File: src/sv/assert_macros.svh
// Assertion macros for the RTL files, included by the top level.
`ifndef ASSERT_MACROS_SVH
`define ASSERT_MACROS_SVH

// Concurrent check on the rising clock edge, off while reset is asserted.
`define E8A_ASSERT(label, clk, rst_n, prop) \
    label: assert property (@(posedge clk) disable iff (!rst_n) prop) \
        else $error("e8a assertion failed");

// Condition that must never be true outside reset.
`define E8A_ASSERT_NEVER(label, clk, rst_n, cond) \
    `E8A_ASSERT(label, clk, rst_n, !(cond))

`endif

File: src/sv/e8a_pkg.sv
// Package for the 8-bit ALU and status unit: opcodes, flag positions, word types.
package e8a_pkg;

    localparam int unsigned OP_W      = 6;
    localparam int unsigned BYTE_W    = 8;
    localparam int unsigned S_USER_W  = 7;
    localparam int unsigned M_DATA_W  = 56;
    localparam int unsigned M_USED_W  = 50;

    // Status bit positions: N V U B D I Z C
    localparam int unsigned FL_N = 7;
    localparam int unsigned FL_V = 6;
    localparam int unsigned FL_U = 5;
    localparam int unsigned FL_B = 4;
    localparam int unsigned FL_D = 3;
    localparam int unsigned FL_I = 2;
    localparam int unsigned FL_Z = 1;
    localparam int unsigned FL_C = 0;

    typedef enum logic [OP_W-1:0] {
        OP_ORA = 6'd0,  OP_AND = 6'd1,  OP_EOR = 6'd2,  OP_ADC = 6'd3,
        OP_SBC = 6'd4,  OP_CMP = 6'd5,  OP_CPX = 6'd6,  OP_CPY = 6'd7,
        OP_BIT = 6'd8,  OP_LDA = 6'd9,  OP_LDX = 6'd10, OP_LDY = 6'd11,
        OP_STA = 6'd12, OP_STX = 6'd13, OP_STY = 6'd14,
        OP_ASL = 6'd15, OP_LSR = 6'd16, OP_ROL = 6'd17, OP_ROR = 6'd18,
        OP_INC = 6'd19,
        OP_INX = 6'd20, OP_INY = 6'd21, OP_DEX = 6'd22, OP_DEY = 6'd23,
        OP_TAX = 6'd24, OP_TAY = 6'd25, OP_TXA = 6'd26, OP_TYA = 6'd27,
        OP_TSX = 6'd28, OP_TXS = 6'd29,
        OP_CLC = 6'd30, OP_CLD = 6'd31, OP_CLI = 6'd32, OP_CLV = 6'd33,
        OP_SEC = 6'd34, OP_SED = 6'd35, OP_SEI = 6'd36,
        OP_PHA = 6'd37, OP_PHP = 6'd38, OP_PLA = 6'd39, OP_PLP = 6'd40,
        OP_BRK = 6'd41,
        OP_BPL = 6'd42, OP_BMI = 6'd43, OP_BVC = 6'd44, OP_BVS = 6'd45,
        OP_BCC = 6'd46, OP_BCS = 6'd47, OP_BNE = 6'd48, OP_BEQ = 6'd49,
        OP_NOP = 6'd50
    } t_op;

    typedef struct packed {
        logic [BYTE_W-1:0] acc;
        logic [BYTE_W-1:0] x;
        logic [BYTE_W-1:0] y;
        logic [BYTE_W-1:0] sp;
        logic [BYTE_W-1:0] status;
    } t_regs;

    typedef struct packed {
        logic [OP_W-1:0]   op;
        logic [BYTE_W-1:0] operand;
        logic              on_acc;
    } t_req;

    typedef struct packed {
        logic [BYTE_W-1:0] result_byte;
        logic              write_back;
        logic              branch_taken;
    } t_resp;

    // Update N and Z from a result byte.
    function automatic logic [BYTE_W-1:0] set_nz(input logic [BYTE_W-1:0] st,
                                                  input logic [BYTE_W-1:0] v);
        logic [BYTE_W-1:0] s;
        s       = st;
        s[FL_Z] = (v == '0);
        s[FL_N] = v[BYTE_W-1];
        return s;
    endfunction

endpackage

File: src/sv/e8a_exec.sv
// Single-pass execution logic: next register state and result word for one operation.
module e8a_exec (
    input  e8a_pkg::t_req  i_req,
    input  e8a_pkg::t_regs i_regs,
    output e8a_pkg::t_regs o_regs,
    output e8a_pkg::t_resp o_resp
);

    logic [e8a_pkg::BYTE_W-1:0] w_m;
    logic [e8a_pkg::BYTE_W-1:0] w_addend;
    logic [e8a_pkg::BYTE_W:0]   w_sum;
    logic [e8a_pkg::BYTE_W-1:0] w_cmp_reg;
    logic [e8a_pkg::BYTE_W:0]   w_diff;
    logic [e8a_pkg::BYTE_W-1:0] w_mod_in;
    logic [e8a_pkg::BYTE_W-1:0] w_mod_out;
    logic                       w_mod_c;
    logic                       w_c;
    logic [e8a_pkg::BYTE_W-1:0] w_p;
    logic [e8a_pkg::BYTE_W-1:0] w_push_p;

    assign w_m      = i_req.operand;
    assign w_p      = i_regs.status;
    assign w_c      = w_p[e8a_pkg::FL_C];
    assign w_push_p = w_p | (8'h01 << e8a_pkg::FL_B) | (8'h01 << e8a_pkg::FL_U);

    // shared adder for ADC / SBC (SBC adds the inverted operand)
    assign w_addend = (e8a_pkg::t_op'(i_req.op) == e8a_pkg::OP_SBC) ? ~w_m : w_m;
    assign w_sum    = {1'b0, i_regs.acc} + {1'b0, w_addend} + {8'd0, w_c};

    // shared comparator for CMP / CPX / CPY
    always_comb begin
        unique case (e8a_pkg::t_op'(i_req.op))
            e8a_pkg::OP_CPX: w_cmp_reg = i_regs.x;
            e8a_pkg::OP_CPY: w_cmp_reg = i_regs.y;
            default:         w_cmp_reg = i_regs.acc;
        endcase
    end
    assign w_diff = {1'b0, w_cmp_reg} - {1'b0, w_m};

    // shift / rotate / increment unit
    assign w_mod_in = i_req.on_acc ? i_regs.acc : w_m;
    always_comb begin
        w_mod_c = w_c;
        unique case (e8a_pkg::t_op'(i_req.op))
            e8a_pkg::OP_ASL: begin
                w_mod_c   = w_mod_in[7];
                w_mod_out = {w_mod_in[6:0], 1'b0};
            end
            e8a_pkg::OP_LSR: begin
                w_mod_c   = w_mod_in[0];
                w_mod_out = {1'b0, w_mod_in[7:1]};
            end
            e8a_pkg::OP_ROL: begin
                w_mod_c   = w_mod_in[7];
                w_mod_out = {w_mod_in[6:0], w_c};
            end
            e8a_pkg::OP_ROR: begin
                w_mod_c   = w_mod_in[0];
                w_mod_out = {w_c, w_mod_in[7:1]};
            end
            default: begin
                w_mod_out = w_mod_in + 8'd1;
            end
        endcase
    end

    always_comb begin
        o_regs = i_regs;
        o_resp = '0;
        unique case (e8a_pkg::t_op'(i_req.op))
            e8a_pkg::OP_ORA: begin
                o_regs.acc    = i_regs.acc | w_m;
                o_regs.status = e8a_pkg::set_nz(w_p, i_regs.acc | w_m);
            end
            e8a_pkg::OP_AND: begin
                o_regs.acc    = i_regs.acc & w_m;
                o_regs.status = e8a_pkg::set_nz(w_p, i_regs.acc & w_m);
            end
            e8a_pkg::OP_EOR: begin
                o_regs.acc    = i_regs.acc ^ w_m;
                o_regs.status = e8a_pkg::set_nz(w_p, i_regs.acc ^ w_m);
            end
            e8a_pkg::OP_ADC, e8a_pkg::OP_SBC: begin
                o_regs.acc    = w_sum[7:0];
                o_regs.status = e8a_pkg::set_nz(w_p, w_sum[7:0]);
                o_regs.status[e8a_pkg::FL_C] = w_sum[8];
                o_regs.status[e8a_pkg::FL_V] =
                    ~(i_regs.acc[7] ^ w_addend[7]) & (i_regs.acc[7] ^ w_sum[7]);
            end
            e8a_pkg::OP_CMP, e8a_pkg::OP_CPX, e8a_pkg::OP_CPY: begin
                o_regs.status[e8a_pkg::FL_Z] = (w_cmp_reg == w_m);
                o_regs.status[e8a_pkg::FL_C] = ~w_diff[8];
                o_regs.status[e8a_pkg::FL_N] = w_diff[7];
            end
            e8a_pkg::OP_BIT: begin
                o_regs.status[e8a_pkg::FL_Z] = ((i_regs.acc & w_m) == '0);
                o_regs.status[e8a_pkg::FL_N] = w_m[7];
                o_regs.status[e8a_pkg::FL_V] = w_m[6];
            end
            e8a_pkg::OP_LDA, e8a_pkg::OP_PLA: begin
                o_regs.acc    = w_m;
                o_regs.status = e8a_pkg::set_nz(w_p, w_m);
            end
            e8a_pkg::OP_LDX: begin
                o_regs.x      = w_m;
                o_regs.status = e8a_pkg::set_nz(w_p, w_m);
            end
            e8a_pkg::OP_LDY: begin
                o_regs.y      = w_m;
                o_regs.status = e8a_pkg::set_nz(w_p, w_m);
            end
            e8a_pkg::OP_STA, e8a_pkg::OP_PHA: begin
                o_resp.result_byte = i_regs.acc;
                o_resp.write_back  = 1'b1;
            end
            e8a_pkg::OP_STX: begin
                o_resp.result_byte = i_regs.x;
                o_resp.write_back  = 1'b1;
            end
            e8a_pkg::OP_STY: begin
                o_resp.result_byte = i_regs.y;
                o_resp.write_back  = 1'b1;
            end
            e8a_pkg::OP_ASL, e8a_pkg::OP_LSR, e8a_pkg::OP_ROL, e8a_pkg::OP_ROR,
            e8a_pkg::OP_INC: begin
                o_regs.status = e8a_pkg::set_nz(w_p, w_mod_out);
                o_regs.status[e8a_pkg::FL_C] = w_mod_c;
                if (i_req.on_acc) begin
                    o_regs.acc = w_mod_out;
                end else begin
                    o_resp.result_byte = w_mod_out;
                    o_resp.write_back  = 1'b1;
                end
            end
            e8a_pkg::OP_INX: begin
                o_regs.x      = i_regs.x + 8'd1;
                o_regs.status = e8a_pkg::set_nz(w_p, i_regs.x + 8'd1);
            end
            e8a_pkg::OP_INY: begin
                o_regs.y      = i_regs.y + 8'd1;
                o_regs.status = e8a_pkg::set_nz(w_p, i_regs.y + 8'd1);
            end
            e8a_pkg::OP_DEX: begin
                o_regs.x      = i_regs.x - 8'd1;
                o_regs.status = e8a_pkg::set_nz(w_p, i_regs.x - 8'd1);
            end
            e8a_pkg::OP_DEY: begin
                o_regs.y      = i_regs.y - 8'd1;
                o_regs.status = e8a_pkg::set_nz(w_p, i_regs.y - 8'd1);
            end
            e8a_pkg::OP_TAX: begin
                o_regs.x      = i_regs.acc;
                o_regs.status = e8a_pkg::set_nz(w_p, i_regs.acc);
            end
            e8a_pkg::OP_TAY: begin
                o_regs.y      = i_regs.acc;
                o_regs.status = e8a_pkg::set_nz(w_p, i_regs.acc);
            end
            e8a_pkg::OP_TXA: begin
                o_regs.acc    = i_regs.x;
                o_regs.status = e8a_pkg::set_nz(w_p, i_regs.x);
            end
            e8a_pkg::OP_TYA: begin
                o_regs.acc    = i_regs.y;
                o_regs.status = e8a_pkg::set_nz(w_p, i_regs.y);
            end
            e8a_pkg::OP_TSX: begin
                o_regs.x      = i_regs.sp;
                o_regs.status = e8a_pkg::set_nz(w_p, i_regs.sp);
            end
            e8a_pkg::OP_TXS: o_regs.sp = i_regs.x;     // flags untouched
            e8a_pkg::OP_CLC: o_regs.status[e8a_pkg::FL_C] = 1'b0;
            e8a_pkg::OP_CLD: o_regs.status[e8a_pkg::FL_D] = 1'b0;
            e8a_pkg::OP_CLI: o_regs.status[e8a_pkg::FL_I] = 1'b0;
            e8a_pkg::OP_CLV: o_regs.status[e8a_pkg::FL_V] = 1'b0;
            e8a_pkg::OP_SEC: o_regs.status[e8a_pkg::FL_C] = 1'b1;
            e8a_pkg::OP_SED: o_regs.status[e8a_pkg::FL_D] = 1'b1;
            e8a_pkg::OP_SEI: o_regs.status[e8a_pkg::FL_I] = 1'b1;
            e8a_pkg::OP_PHP: begin
                o_resp.result_byte = w_push_p;
                o_resp.write_back  = 1'b1;
            end
            e8a_pkg::OP_PLP: begin
                o_regs.status = w_m;
                o_regs.status[e8a_pkg::FL_B] = 1'b0;
                o_regs.status[e8a_pkg::FL_U] = 1'b1;
            end
            e8a_pkg::OP_BRK: begin
                o_resp.result_byte = w_push_p;
                o_resp.write_back  = 1'b1;
                o_regs.status[e8a_pkg::FL_I] = 1'b1;
            end
            e8a_pkg::OP_BPL: o_resp.branch_taken = ~w_p[e8a_pkg::FL_N];
            e8a_pkg::OP_BMI: o_resp.branch_taken =  w_p[e8a_pkg::FL_N];
            e8a_pkg::OP_BVC: o_resp.branch_taken = ~w_p[e8a_pkg::FL_V];
            e8a_pkg::OP_BVS: o_resp.branch_taken =  w_p[e8a_pkg::FL_V];
            e8a_pkg::OP_BCC: o_resp.branch_taken = ~w_p[e8a_pkg::FL_C];
            e8a_pkg::OP_BCS: o_resp.branch_taken =  w_p[e8a_pkg::FL_C];
            e8a_pkg::OP_BNE: o_resp.branch_taken = ~w_p[e8a_pkg::FL_Z];
            e8a_pkg::OP_BEQ: o_resp.branch_taken =  w_p[e8a_pkg::FL_Z];
            default: ;                                  // NOP and unused codes
        endcase
    end

endmodule

File: src/sv/eight_bit_alu_status_unit.sv
// Top level of the 8-bit ALU and status unit: input register, execution, result register.
//
// Usage:
//   Slave side (i_s_*): one word per operation. tuser carries the opcode and
//   the accumulator-mode flag, tdata the memory operand (or pulled stack byte).
//   Master side (o_m_*): one result word per operation with the write-back
//   byte and enable, the branch decision and A, X, Y, SP and P afterward.
//   An accepted word is loaded into the input register; once the result slot
//   is free or draining, the result register loads through the single-pass
//   execution logic.
//   Throughput: 1 word per cycle while i_m_tready is high. The architectural
//   registers update in the same cycle the result register loads, so a word
//   can follow its predecessor directly and sees its register updates.
//   Reset (i_rst_n low, synchronous): A, X, Y, SP, P cleared to zero and
//   both pipeline slots emptied.
//   Stall: when i_m_tready is low the result word holds; the input register
//   can still take one more word, after which o_s_tready drops until the
//   result is taken.
module eight_bit_alu_status_unit (
    input  logic                           i_clk,
    input  logic                           i_rst_n,
    input  logic                           i_s_tvalid,
    output logic                           o_s_tready,
    input  logic [e8a_pkg::BYTE_W-1:0]     i_s_tdata,  // [7:0] operand
    input  logic [e8a_pkg::S_USER_W-1:0]   i_s_tuser,  // [5:0] req_type, [6] on_accumulator
    output logic                           o_m_tvalid,
    input  logic                           i_m_tready,
    // [7:0] result_byte, [8] write_back, [9] branch_taken, [17:10] status_out,
    // [25:18] acc_out, [33:26] x_out, [41:34] y_out, [49:42] sp_out, [55:50] zero
    output logic [e8a_pkg::M_DATA_W-1:0]   o_m_tdata
);

`include "assert_macros.svh"

    // input register
    logic                r_in_valid;
    e8a_pkg::t_req       r_in_req;
    // architectural state
    e8a_pkg::t_regs      r_regs;
    // result register
    logic                r_out_valid;
    e8a_pkg::t_regs      r_out_regs;
    e8a_pkg::t_resp      r_out_resp;

    e8a_pkg::t_regs      n_regs;
    e8a_pkg::t_resp      n_resp;
    logic                w_s_accept;
    logic                w_fire;

    // execute when an operation is waiting and the result slot is free or draining
    assign w_fire     = r_in_valid && (!r_out_valid || i_m_tready);
    assign o_s_tready = !r_in_valid || w_fire;
    assign w_s_accept = i_s_tvalid && o_s_tready;

    e8a_exec u_exec (
        .i_req  (r_in_req),
        .i_regs (r_regs),
        .o_regs (n_regs),
        .o_resp (n_resp)
    );

    always_ff @(posedge i_clk) begin
        if (!i_rst_n) begin
            r_in_valid <= 1'b0;
        end else if (w_s_accept) begin
            r_in_valid <= 1'b1;
        end else if (w_fire) begin
            r_in_valid <= 1'b0;
        end
    end

    always_ff @(posedge i_clk) begin
        if (w_s_accept) begin
            r_in_req.op      <= i_s_tuser[e8a_pkg::OP_W-1:0];
            r_in_req.on_acc  <= i_s_tuser[e8a_pkg::OP_W];
            r_in_req.operand <= i_s_tdata;
        end
    end

    always_ff @(posedge i_clk) begin
        if (!i_rst_n) begin
            r_regs <= '0;
        end else if (w_fire) begin
            r_regs <= n_regs;
        end
    end

    always_ff @(posedge i_clk) begin
        if (!i_rst_n) begin
            r_out_valid <= 1'b0;
        end else if (w_fire) begin
            r_out_valid <= 1'b1;
        end else if (i_m_tready) begin
            r_out_valid <= 1'b0;
        end
    end

    always_ff @(posedge i_clk) begin
        if (w_fire) begin
            r_out_regs <= n_regs;
            r_out_resp <= n_resp;
        end
    end

    assign o_m_tvalid = r_out_valid;
    assign o_m_tdata  = {
        {(e8a_pkg::M_DATA_W - e8a_pkg::M_USED_W){1'b0}},
        r_out_regs.sp,
        r_out_regs.y,
        r_out_regs.x,
        r_out_regs.acc,
        r_out_regs.status,
        r_out_resp.branch_taken,
        r_out_resp.write_back,
        r_out_resp.result_byte
    };

    // an executed operation always shows up in the result slot next cycle
    `E8A_ASSERT(a_fire_fills_out, i_clk, i_rst_n, w_fire |=> r_out_valid)
    // no stored byte unless it is written back
    `E8A_ASSERT_NEVER(a_idle_byte_zero, i_clk, i_rst_n,
        r_out_valid && !r_out_resp.write_back && (r_out_resp.result_byte != '0))
    // a branch test never writes memory
    `E8A_ASSERT_NEVER(a_wb_and_branch, i_clk, i_rst_n,
        r_out_valid && r_out_resp.write_back && r_out_resp.branch_taken)
    // only TXS moves the stack pointer
    `E8A_ASSERT(a_sp_only_txs, i_clk, i_rst_n,
        !(w_fire && (e8a_pkg::t_op'(r_in_req.op) == e8a_pkg::OP_TXS))
            |=> $stable(r_regs.sp))

endmodule
File: config.mk
export PLATFORM = sky130hd
export DESIGN_NAME = eight_bit_alu_status_unit
export DESIGN_NICKNAME = d
export VERILOG_FILES = /design/src/sv/e8a_pkg.sv /design/src/sv/e8a_exec.sv /design/src/sv/eight_bit_alu_status_unit.sv
export VERILOG_INCLUDE_DIRS = /design/src /design/src/sv
export SDC_FILE = /design/constraint.sdc
export NUM_CORES = 1
export LEC_CHECK = 0
export ABC_AREA = 1
export BUFFER_PORTS_ARGS = -buffer_cell sky130_fd_sc_hd__buf_2
export CAP_MARGIN = 20
export CORE_UTILIZATION = 56
export CTS_BUF_LIST = sky130_fd_sc_hd__clkbuf_4
export DETAILED_ROUTE_END_ITERATION = 16
export PLACE_DENSITY_LB_ADDON = 0.25
export REMOVE_ABC_BUFFERS = 1
export SLEW_MARGIN = 20
export SYNTH_ARGS = -nofsm -noshare
export SYNTH_HDL_FRONTEND = slang
export SYNTH_SLANG_ARGS = --single-unit
File: constraint.sdc
create_clock -name i_clk -period 2.85 [get_ports i_clk]
set_input_delay 0.285 -clock i_clk [delete_from_list [all_inputs] [get_ports i_clk]]
set_output_delay 0.285 -clock i_clk [all_outputs]
set_load 0.03 [all_outputs]
==> metrics.csv, run 1 <==
metric,value,unit
Max Transition Viols Final,0,
sequential element share of the synthesized area,0.342,
run status,"complete, but fails checks",
mean routed wirelength per cell,21.1,µm
signed area change from the synthesized netlist to the final layout,18.6,%
Fin Clk Skew,0.0320,ns
Worst EP arrival,3.19,ns
largest cells by area after synthesis,"sky130_fd_sc_hd__edfxtp_1, sky130_fd_sc_hd__nand2_1, sky130_fd_sc_hd__dfxtp_1",
number of clock sinks,107,
count of input and output buffers,70,
Setup WS pre-CTS,-0.0606,ns
Mapped Cells,1150,
htree depth,3,
Core Rows,43,
DIE HEIGHT,123,µm
Yosys cell types,49,
instance count after placement with tap cells included,1439,
number of clock buffers inserted by TritonCTS,9,
Layout Nets,1359,
post-route minimum period,2.85,ns
leading register cell type out of synthesis,sky130_fd_sc_hd__edfxtp_1,
Non-Filler Instances,1484,
power density over cell area,396,nW/µm²
clk root buf,sky130_fd_sc_hd__clkbuf_4,
required time of the critical path,3.18,ns
post-synth design cell area,8160,µm²
clock tree from TritonCTS,yes,
category of the worst setup path launch point,register,
clock latency at the later pin of the worst-skew pair,0.54,ns
via count of the first global-routing pass,8123,
number of enable-type register cells in the synthesized netlist,65,
flip-flop and latch count after synthesis,107,
CP most frequent cell,sky130_fd_sc_hd__nand2_1,
post-synthesis async set-or-reset flop share,0,
kind of path behind the tightest hold check,primary input to register,
number of nets with antenna violations after routing,0,
delay of the slowest cell on the worst path,0.48,ns
routability cong.,1.10,
number of inserted filler cells in the final layout,1216,
antenna violations before repair,3,
critical path endpoint category,register,
worst max-slew margin expressed relative to the limit,0.552,
wire length of the first global-routing pass,46300,µm
number of DRC violations after detailed-routing iteration 0,1281,
most instantiated cells after synthesis,"sky130_fd_sc_hd__nand2_1, sky130_fd_sc_hd__inv_1, sky130_fd_sc_hd__nor2_1",
unrepaired setup endpoints after global routing,true,
most common cell in the synthesized netlist,sky130_fd_sc_hd__nand2_1,
worst hold slack after final layout,0.0128,ns
cell type contributing the most total cell area after synthesis,sky130_fd_sc_hd__edfxtp_1,
cell breakdown of the critical path,nor2_4 > nand2_2 > inv_2 > nand2_4 > buf_6 > xor2_1 > ha_1 > nand3_1 > nand2_2 > nand3_2 > nand2_1 > nand2_1 > nand2_1 > nor2_1 > nor3_1 > nand2_1 > nand2_2 > inv_1,
maxcap violations,0,
synth warn,0,
Avg Vias per Cell,6.13,
Clock transition at path regs,0.19,ns
beginning of the worst hold path,i_s_tvalid,
static leakage,4.61,nW
number of I/O pins,77,
post-synthesis average cell area,7.10,µm²
endpoints failing hold,0,
RR Startpoint,r_in_req[12],
placeable core region,14000,µm²
"crit path setup slack, layout",-0.00304,ns
Fmax,0.351,GHz
Detailed Route WL,31400,µm
number of setup violations in the final report,1,
Overflow after GRT,0,
global-route usage over all layers,0.423,
Initial Util,0.581,
Worst Setup Path Type,register to register,
DRT Pass-1 Iters,8,
crit path max fanout,7,
fraction of final layout cells sized beyond drive strength 1,0.199,
violations in the final reports,negative setup slack,
"IR drop worst, VDD",0.000394,V
maximum number of pins on one net before global-route repair,59,
worst setup path startpoint,r_in_req[12],
post-detail-place hpwl,24100,µm
Die Area,15100,µm²
Final period util,1.00,
DRC violation count after routing,0,
critical path's slowest cell,sky130_fd_sc_hd__edfxtp_1,
Die X,123,µm
slew of the pin with the lowest slew margin,0.671,ns
total number of vias,9103,
maximum root-to-sink buffer count,2,
fraction of post-synthesis cell area in the top cell type by area,0.239,
-- through the flow --
stage	power (mW)	cell area (µm²)	util	setup TNS (ns)
after floorplan	2.55	8010	-	-19.88
after global placement	2.94	9100	0.648	0
after detailed placement	2.96	9100	0.648	-0.168
after CTS	3.73	9390	0.668	0
after global routing	3.98	9680	0.689	-1.03
final	3.83	9680	0.689	-0.00304
-- worst max-delay path, delay by kind of cell, from the launching register on --
family,cells,cell delay [ns]
adder cells (fa/ha/maj),1,0.34
XOR/XNOR,1,0.13
buffers and inverters,3,0.27
flip-flops,1,0.48
AND/OR/NAND/NOR,13,1.42
-- final timing paths --
path                    to  slack [ns]  depth (start not counted)
max          o_m_tdata[25]      -0.003                         18
min             r_in_valid        0.01                          3
max reg2reg  o_m_tdata[25]      -0.003                         18
min reg2reg      r_regs[4]        0.45                          2
-- logic make-up (layout without fill, tap and decap cells) --
| kind of cell | count (synthesis) | in the layout | share of synthesized area |
|---|---|---|---|
| and+or+nand+nor | 548 | 548 | 0.301 |
| AOI/OAI and AO/OA | 239 | 239 | 0.171 |
| buffers and inverters | 191 | 338 | 0.0952 |
| DFF | 107 | 107 | 0.342 |
| adders and majority gates | 43 | 43 | 0.0677 |
| xor gates and xnor gates | 21 | 21 | 0.0225 |
| other | 1 | 8 | 0.000459 |
-- power by group --
part	internal (mW)	switching, mW	total [mW]
Combinational	0.393	0.808	1.20
Sequential	1.75	0.0969	1.85
Clock	0.193	0.586	0.780
Total	2.34	1.49	3.83
-- per-layer routing --
| metal | routed length [µm] | GRT usage | share of wire |
|---|---|---|---|
| met5 | 9 | 0 | 0.00029 |
| met4 | 1230 | 0.169 | 0.039 |
| met3 | 4250 | 0.111 | 0.14 |
| met2 | 13500 | 0.628 | 0.43 |
| met1 | 12400 | 0.583 | 0.40 |
-- state kept, by name (all words and copies together), names as in the netlist --
name        count
o_m_tdata      50
o_m_tvalid      1
r_in_req       15
r_in_valid      1
r_regs         40
-- area by class of cell --
cell class,count,area (µm²),share of cell area
clock buffer,9,67.6,0.00698
antenna,2,5.00,0.000517
tap,180,225,0.0233
sequential,107,2790,0.289
inverter,160,608,0.0628
multi-input combinational,857,4800,0.496
timing repair buffer,162,1120,0.116
clock inverter,7,60.1,0.00620
-- timing repair --
item | in CTS | in global routing
endpoints found under the setup margin | 6 | 20
setup buffers | 1 | 11
endpoints found under the hold margin | 15 | 0
cloned | 0 | 0
hold buffers | 15 | 0
pin swaps | 2 | 33
gates resized for setup | 1 | 54
-- cell usage in the layout (no fill, tap or decap), types with 5 or more instances in the layout --
master / synthesis / routed
sky130_fd_sc_hd__xor2_1: 15 / 13
sky130_fd_sc_hd__conb_1: 1 / 6
sky130_fd_sc_hd__nor2_1: 139 / 133
sky130_fd_sc_hd__o211ai_1: 12 / 12
sky130_fd_sc_hd__buf_4: 7 / 71
sky130_fd_sc_hd__a21oi_2: 0 / 8
sky130_fd_sc_hd__ha_1: 41 / 40
sky130_fd_sc_hd__nand2_4: 5 / 6
sky130_fd_sc_hd__a22oi_1: 10 / 5
sky130_fd_sc_hd__clkbuf_4: 0 / 9
sky130_fd_sc_hd__nand2_2: 7 / 16
sky130_fd_sc_hd__nor3_1: 14 / 13
sky130_fd_sc_hd__o221ai_1: 15 / 15
sky130_fd_sc_hd__nand2_1: 261 / 251
sky130_fd_sc_hd__inv_1: 142 / 139
sky130_fd_sc_hd__o21ai_0: 70 / 68
sky130_fd_sc_hd__nor2_2: 8 / 10
sky130_fd_sc_hd__dfxtp_1: 42 / 42
sky130_fd_sc_hd__o21ai_1: 9 / 11
sky130_fd_sc_hd__a21oi_1: 79 / 71
sky130_fd_sc_hd__o22ai_1: 28 / 27
sky130_fd_sc_hd__nand4_1: 21 / 21
sky130_fd_sc_hd__a22oi_2: 0 / 5
sky130_fd_sc_hd__nand3_1: 71 / 69
sky130_fd_sc_hd__nand3_2: 3 / 5
sky130_fd_sc_hd__clkinv_1: 5 / 6
sky130_fd_sc_hd__nor2_4: 7 / 11
sky130_fd_sc_hd__inv_2: 12 / 14
sky130_fd_sc_hd__dlygate4sd3_1: 0 / 15
sky130_fd_sc_hd__buf_2: 7 / 70
sky130_fd_sc_hd__edfxtp_1: 65 / 65
Power figures use the tool's default switching activity.
==> inputs of run 2 (changes only) <==
==> constraint.sdc (replaced) <==
create_clock -name i_clk -period 2.85 [get_ports i_clk]
set_input_delay 0.57 -clock i_clk [delete_from_list [all_inputs] [get_ports i_clk]]
set_output_delay 0.57 -clock i_clk [all_outputs]
set_load 0.02 [all_outputs]
==> run 2 against run 1 <==
The flow now finishes without violations. Hold slack gained 0.22 ns. Register-to-register slack barely moved. Critical path depth did not move. Flip-flop and latch count unchanged. Largest cell class unchanged. First-iteration DRC count up 5.2%.
==> metrics.csv, run 2 (synthesis results as in run 1) <==
metric,value,unit,change
number of inserted filler cells in the final layout,1221,,+0.41%
beginning of the worst hold path,i_s_tdata[7],,
sequential fraction of design power,0.492,,+0.009
clk root buf,sky130_fd_sc_hd__clkbuf_4,,
run status,finished clean,,
power density over cell area,392,nW/µm²,-0.79%
number of clock buffers inserted by TritonCTS,9,,unchanged
Fmax,0.352,GHz,+0.51%
Comb pwr share,0.309,,-0.005
kind of path behind the tightest hold check,primary input to register,,
antenna violations before repair,0,,-3
clock tree from TritonCTS,yes,,
Die X,123,µm,unchanged
delay of the slowest cell on the worst path,0.47,ns,about the same
"flip-flop count of the largest register, all copies and words added",50,,unchanged
global-route usage over all layers,0.405,,-0.0182
Detailed Route WL,30300,µm,-3.4%
Final period util,0.996,,-0.00513
maximum number of pins on one net before global-route repair,49,,-17%
Clock transition at path regs,0.16,ns,-0.03 ns
worst hold slack after final layout,0.236,ns,+0.223 ns
"IR drop worst, VDD",0.000370,V,-6.1%
htree depth,3,,unchanged
cell breakdown of the critical path,nor2_4 > nand2_2 > buf_6 > nor2_1 > buf_4 > nand2_1 > a22oi_1 > ha_1 > buf_4 > nand2_1 > o21a_1 > nand3b_1 > nand3_1 > nand2_1 > inv_1 > nand4_1 > nand2_1 > inv_1,,
slew of the pin with the lowest slew margin,0.592,ns,-0.0787 ns
share of total power in the clock network,0.199,,-0.005
critical path's slowest cell,sky130_fd_sc_hd__edfxtp_1,,
minimum setup slack among reg-to-reg paths,0.01,ns,about the same
maximum root-to-sink buffer count,2,,unchanged
number of I/O pins,77,,unchanged
final core utilization,0.681,,-0.00864
sw frac,0.375,,-0.0145
internal cell power,2.34,mW,+0.30%
Non-Filler Instances,1472,,-0.81%
Setup WS pre-CTS,-0.0630,ns,-0.00242 ns
endpoints failing hold,0,,unchanged
count of input and output buffers,70,,unchanged
"crit path setup slack, layout",0.0116,ns,+0.0146 ns
net switching power,1.41,mW,-5.7%
routability cong.,1.17,,+6.2%
count of buffer and inverter cells on the critical path,5,,+2
post-route minimum period,2.84,ns,-0.0146 ns
placeable core region,14000,µm²,unchanged
Avg Vias per Cell,6.05,,-1.4%
area used by sequential logic in the layout,2790,µm²,unchanged
RR Startpoint,r_in_req[12],,
R2R cell count,18,,unchanged
number of setup violations in the final report,0,,-1
Min-Delay Path Depth,1,,-2
unrepaired setup endpoints after global routing,true,,
crit path max fanout,7,,unchanged
Fin Clk Skew,0.0229,ns,-0.00910 ns
Overflow after GRT,0,,unchanged
CP most frequent cell,sky130_fd_sc_hd__nand2_1,,
fraction of final layout cells sized beyond drive strength 1,0.204,,+0.00479
Worst Setup Path Type,register to register,,
Core Rows,43,,unchanged
mean routed wirelength per cell,20.6,µm,-2.6%
clock latency at the later pin of the worst-skew pair,0.51,ns,-0.03 ns
"logic depth of the worst path, buffers included",18,,unchanged
signed area change from the synthesized netlist to the final layout,17.1,%,
area of combinational cells with multiple inputs,4840,µm²,+0.73%
Final Total Pwr,3.75,mW,-2.0%
required time of the critical path,3.13,ns,-0.05 ns
Die Area,15100,µm²,unchanged
RR Endpoint,o_m_tdata[17],,
DRT Pass-1 Iters,7,,-1
instance count after placement with tap cells included,1443,,+0.28%
DRC violation count after routing,0,,unchanged
number of nets with antenna violations after routing,0,,unchanged
Initial Util,0.581,,unchanged
"commonest cells after routing, fill and taps aside","sky130_fd_sc_hd__nand2_1, sky130_fd_sc_hd__inv_1, sky130_fd_sc_hd__nor2_1",,
worst setup path startpoint,r_in_req[12],,
Max Transition Viols Final,0,,unchanged
static leakage,4.57,nW,-0.83%
critical path endpoint category,register,,
Layout Nets,1348,,-0.81%
worst max-slew margin expressed relative to the limit,0.605,,+0.0527
total number of vias,8906,,-2.2%
number of DRC violations after detailed-routing iteration 0,1348,,+5.2%
category of the worst setup path launch point,register,,
post-detail-place hpwl,23300,µm,-3.1%
Worst EP arrival,3.12,ns,-0.07 ns
hold-fix buffers at CTS,0,,-15
maxcap violations,0,,unchanged
worst hold path endpoint,r_in_req[8],,
via count of the first global-routing pass,7745,,-4.7%
number of clock sinks,107,,unchanged
"leading cell type in the layout, fill and taps excluded",sky130_fd_sc_hd__nand2_1,,
wire length of the first global-routing pass,44600,µm,-3.5%
DIE HEIGHT,123,µm,unchanged
cell family with the largest share of critical-path delay,simple AND/OR/NAND/NOR gates,,
-- run 2: cell count changes in the layout (fill, tap and decap cells not counted), moves of 2 or more --
cell / before / now
sky130_fd_sc_hd__clkbuf_4: 9 / 11
sky130_fd_sc_hd__a21oi_2: 8 / 5
sky130_fd_sc_hd__dlygate4sd3_1: 15 / 0
sky130_fd_sc_hd__buf_6: 4 / 1
sky130_fd_sc_hd__a21oi_1: 71 / 73
sky130_fd_sc_hd__buf_4: 71 / 78
-- run 2: worst register-to-register path, stage by stage, from the launching register on --
cell and delay [ns]:
sky130_fd_sc_hd__edfxtp_1 0.47, sky130_fd_sc_hd__nor2_4 0.20, sky130_fd_sc_hd__nand2_2 0.11, sky130_fd_sc_hd__buf_6 0.13, sky130_fd_sc_hd__nor2_1 0.07, sky130_fd_sc_hd__buf_4 0.15, sky130_fd_sc_hd__nand2_1 0.06, sky130_fd_sc_hd__a22oi_1 0.18
sky130_fd_sc_hd__ha_1 0.30, sky130_fd_sc_hd__buf_4 0.14, sky130_fd_sc_hd__nand2_1 0.05, sky130_fd_sc_hd__o21a_1 0.13, sky130_fd_sc_hd__nand3b_1 0.09, sky130_fd_sc_hd__nand3_1 0.09, sky130_fd_sc_hd__nand2_1 0.05, sky130_fd_sc_hd__inv_1 0.08
sky130_fd_sc_hd__nand4_1 0.15, sky130_fd_sc_hd__nand2_1 0.14, sky130_fd_sc_hd__inv_1 0.05
-- run 2: per-layer routing --
metal / share of wire / global-route usage / vias up
met3: 0.13 / 0.0883 / 103
li1: - / - / 4133
met2: 0.41 / 0.577 / 646
met5: 0 / 0 / -
met1: 0.42 / 0.577 / 4024
met4: 0.048 / 0.192 / 0
-- run 2: worst max-delay path by stage --
stage,endpoint,slack (ns)
2_1_floorplan,r_regs[23],-0.45
3_3_place_gp,r_regs[1],0.04
3_5_place_dp,o_m_tdata[22],-0.06
4_1_cts,o_m_tdata[17],0.03
5_1_grt,r_regs[1],-0.11
6_report,o_m_tdata[17],0.01
-- run 2: final cells by class --
type	count	area share
Timing Repair Buffer	150	0.101
Inverter	160	0.0641
Sequential cell	107	0.292
Tap cell	180	0.0236
Antenna cell	1	0.000262
Clock inverter	5	0.00393
Multi-Input combinational cell	858	0.506
Clock buffer	11	0.00864
-- run 2: power groups by stage --
stage	clock, mW	sequential [mW]	combinational (mW)
2_1_floorplan	0	1.91	0.605
3_3_place_gp	0	1.87	1.04
3_5_place_dp	0	1.87	1.05
4_1_cts	0.761	1.84	1.07
5_1_grt	0.810	1.85	1.25
6_report	0.746	1.84	1.16
-- run 2: timing repair --
| action | 4_1_cts | 5_1_grt |
|---|---|---|
| resized for setup | 7 | 49 |
| endpoints found under the setup margin | 5 | 20 |
| cloned | 0 | 1 |
| endpoints found under the hold margin | 0 | 0 |
| setup buffers | 3 | 8 |
| pin swaps | 3 | 40 |
-- run 2: per-stage QoR --
stage / instance area (µm²) / setup TNS, ns
after floorplan: 8010 / -27.74
after global placement: 9100 / 0
after detailed placement: 9100 / -0.176
after CTS: 9280 / 0
after global routing: 9560 / -0.404
final: 9560 / 0
==> inputs of run 3 (changes only) <==
--- a/config.mk
+++ b/config.mk
@@ -7,13 +7,14 @@
 export NUM_CORES = 1
 export LEC_CHECK = 0
 export ABC_AREA = 1
-export BUFFER_PORTS_ARGS = -buffer_cell sky130_fd_sc_hd__buf_2
 export CAP_MARGIN = 20
-export CORE_UTILIZATION = 56
+export CORE_UTILIZATION = 61
 export CTS_BUF_LIST = sky130_fd_sc_hd__clkbuf_4
 export DETAILED_ROUTE_END_ITERATION = 16
+export DONT_BUFFER_PORTS = 1
 export PLACE_DENSITY_LB_ADDON = 0.25
 export REMOVE_ABC_BUFFERS = 1
+export SETUP_SLACK_MARGIN = 0.3
 export SLEW_MARGIN = 20
 export SYNTH_ARGS = -nofsm -noshare
 export SYNTH_HDL_FRONTEND = slang
==> run 3 against run 2 <==
The run now ends with negative setup slack left. Flip-flop and latch count unchanged. Clock skew is 0.0071 ns higher. Register-to-register slack lost 0.04 ns. Non-clock buffer count fell by 67. Final cell count is 5.1% lower. Wire length up 4.5%. Via count is 1.7% higher. Sequential share of layout area up 0.41 points. Combinational power about the same. Total power up 1.8%. First-iteration DRC count shrank 1.5%. Final area fell by 1.4%. Largest power group unchanged.
==> metrics.csv, run 3 (synthesis results as in run 1) <==
metric,value,unit,change
delay of the slowest cell on the worst path,0.46,ns,about the same
number of DRC violations after detailed-routing iteration 0,1328,,-1.5%
instance count after placement with tap cells included,1358,,-5.9%
maximum root-to-sink buffer count,2,,unchanged
"crit path setup slack, layout",-0.0274,ns,-0.0390 ns
critical path's slowest cell,sky130_fd_sc_hd__edfxtp_1,,
number of inserted filler cells in the final layout,975,,-20%
Clock transition at path regs,0.16,ns,about the same
Die X,118,µm,-4.1%
minimum setup slack among reg-to-reg paths,-0.03,ns,-0.04 ns
maximum number of pins on one net before global-route repair,59,,+20%
Worst Setup Path Type,register to register,,
CP most frequent cell,sky130_fd_sc_hd__nor2_1,,
Layout Nets,1280,,-5.0%
Fmax,0.348,GHz,-1.4%
crit path max fanout,5,,-2
most heavily used metal layer in global routing,met2,,
global-route usage over all layers,0.438,,+0.0327
maxcap violations,0,,unchanged
number of clock buffers inserted by TritonCTS,9,,unchanged
fraction of final layout cells sized beyond drive strength 1,0.180,,-0.0238
number of I/O pins,77,,unchanged
Fin Clk Skew,0.0301,ns,+0.00715 ns
htree depth,3,,unchanged
cell breakdown of the critical path,nor2_4 > nand2_2 > inv_4 > nand2_8 > buf_8 > xor2_2 > ha_4 > a21oi_4 > nand2_4 > a21oi_2 > xor2_1 > nor2_1 > nor3_2 > o211ai_2 > nor2_1 > nor2_1,,
met1 usage in global routing,0.589,,+0.0120
Core Rows,41,,-4.7%
post-route minimum period,2.88,ns,+0.0390 ns
total number of vias,9061,,+1.7%
wire length of the first global-routing pass,45900,µm,+2.9%
run status,"complete, but fails checks",,
Initial Util,0.637,,+0.0552
endpoints failing hold,0,,unchanged
antenna violations before repair,1,,+1
number of nets with antenna violations after routing,0,,unchanged
number of clock sinks,107,,unchanged
DRC violation count after routing,0,,unchanged
Final period util,1.01,,+0.0137
"IR drop worst, VDD",0.000421,V,+14%
RR Startpoint,r_in_req[12],,
"leading cell type in the layout, fill and taps excluded",sky130_fd_sc_hd__nand2_1,,
number of setup violations in the final report,5,,+5
via count of the first global-routing pass,8074,,+4.2%
clk root buf,sky130_fd_sc_hd__clkbuf_4,,
Setup WS pre-CTS,-0.0736,ns,-0.0106 ns
slew of the pin with the lowest slew margin,0.760,ns,+0.167 ns
Worst EP arrival,3.29,ns,+0.17 ns
routability cong.,1.14,,-2.4%
beginning of the worst hold path,i_s_tdata[4],,
Detailed Route WL,31700,µm,+4.5%
Max Transition Viols Final,0,,unchanged
"flip-flop count of the largest register, all copies and words added",50,,unchanged
hold-fix buffers at CTS,0,,unchanged
worst max-slew margin expressed relative to the limit,0.493,,-0.112
category of the worst setup path launch point,register,,
violations in the final reports,negative setup slack,,
Overflow after GRT,0,,unchanged
worst setup path startpoint,r_in_req[12],,
kind of path behind the tightest hold check,primary input to register,,
post-detail-place hpwl,23300,µm,-0.20%
met3 Resource Use GR,0.148,,+0.0600
met2 Track Usage GR,0.642,,+0.0654
placeable core region,12800,µm²,-8.7%
unrepaired setup endpoints after global routing,true,,
"commonest cells after routing, fill and taps aside","sky130_fd_sc_hd__nand2_1, sky130_fd_sc_hd__inv_1, sky130_fd_sc_hd__nor2_1",,
count of buffer and inverter cells on the critical path,2,,-3
clock latency at the later pin of the worst-skew pair,0.52,ns,about the same
power density over cell area,405,nW/µm²,+3.3%
DIE HEIGHT,118,µm,-4.1%
count of input and output buffers,0,,-100%
Non-Filler Instances,1397,,-5.1%
DRT Pass-1 Iters,8,,+1
mean routed wirelength per cell,22.7,µm,+10%
signed area change from the synthesized netlist to the final layout,15.5,%,
required time of the critical path,3.27,ns,+0.14 ns
critical path endpoint category,register,,
Avg Vias per Cell,6.49,,+7.2%
Die Area,13900,µm²,-8.1%
clock tree from TritonCTS,yes,,
cell family with the largest share of critical-path delay,simple AND/OR/NAND/NOR gates,,
static leakage,4.32,nW,-5.3%
run 3: cell types whose count changed in the layout (fill, tap and decap cells not counted), moves of 4 or more:
cell,before,now
sky130_fd_sc_hd__a21oi_1,73,69
sky130_fd_sc_hd__a21oi_2,5,9
sky130_fd_sc_hd__buf_2,70,0
sky130_fd_sc_hd__buf_4,78,72
sky130_fd_sc_hd__buf_6,1,8
sky130_fd_sc_hd__ha_1,40,36
sky130_fd_sc_hd__nand3_1,69,65
run 3: what timing repair did:
action	4_1_cts	5_1_grt
pin swaps	22	35
endpoints found under the hold margin	0	0
gates resized for setup	38	57
setup buffers	5	16
cloned	0	0
setup endpoints to repair	22	25
run 3: per-stage QoR:
step	util	power, mW	area, µm²	setup TNS [ns]	hold slack [ns]
finish	0.735	3.82	9430	-0.109	0.149
detailed placement	0.680	2.87	8720	-0.109	0.461
floorplan	-	2.52	8010	-27.74	0.415
CTS	0.703	3.64	9010	0	0.136
global route	0.735	3.94	9430	-0.971	0.119
global placement	0.680	2.85	8720	0	0.431
run 3: area by class of cell:
type	count	area, µm²	area share
clock inverter	5	37.5	0.00398
antenna	2	5.00	0.000531
clock buffer	11	82.6	0.00876
tap	172	215	0.0228
sequential	107	2790	0.296
timing repair buffer	83	686	0.0727
multi-input combinational	857	5000	0.530
inverter	160	608	0.0645
run 3: final timing paths:
path,cells after the start,endpoint
setup / recovery,16,r_regs[37]
setup reg to reg,16,r_regs[37]
hold / removal,0,r_in_req[5]
hold reg to reg,2,r_regs[4]
run 3: routing by layer:
layer / share of wire / wire, µm
met1: 0.38 / 12000
met5: 0 / 0
met2: 0.41 / 13000
met4: 0.059 / 1860
met3: 0.15 / 4870
run 3: where the power goes:
| group | switching [mW] | internal, mW |
|---|---|---|
| clock | 0.550 | 0.204 |
| combinational | 0.767 | 0.397 |
| sequential | 0.146 | 1.75 |
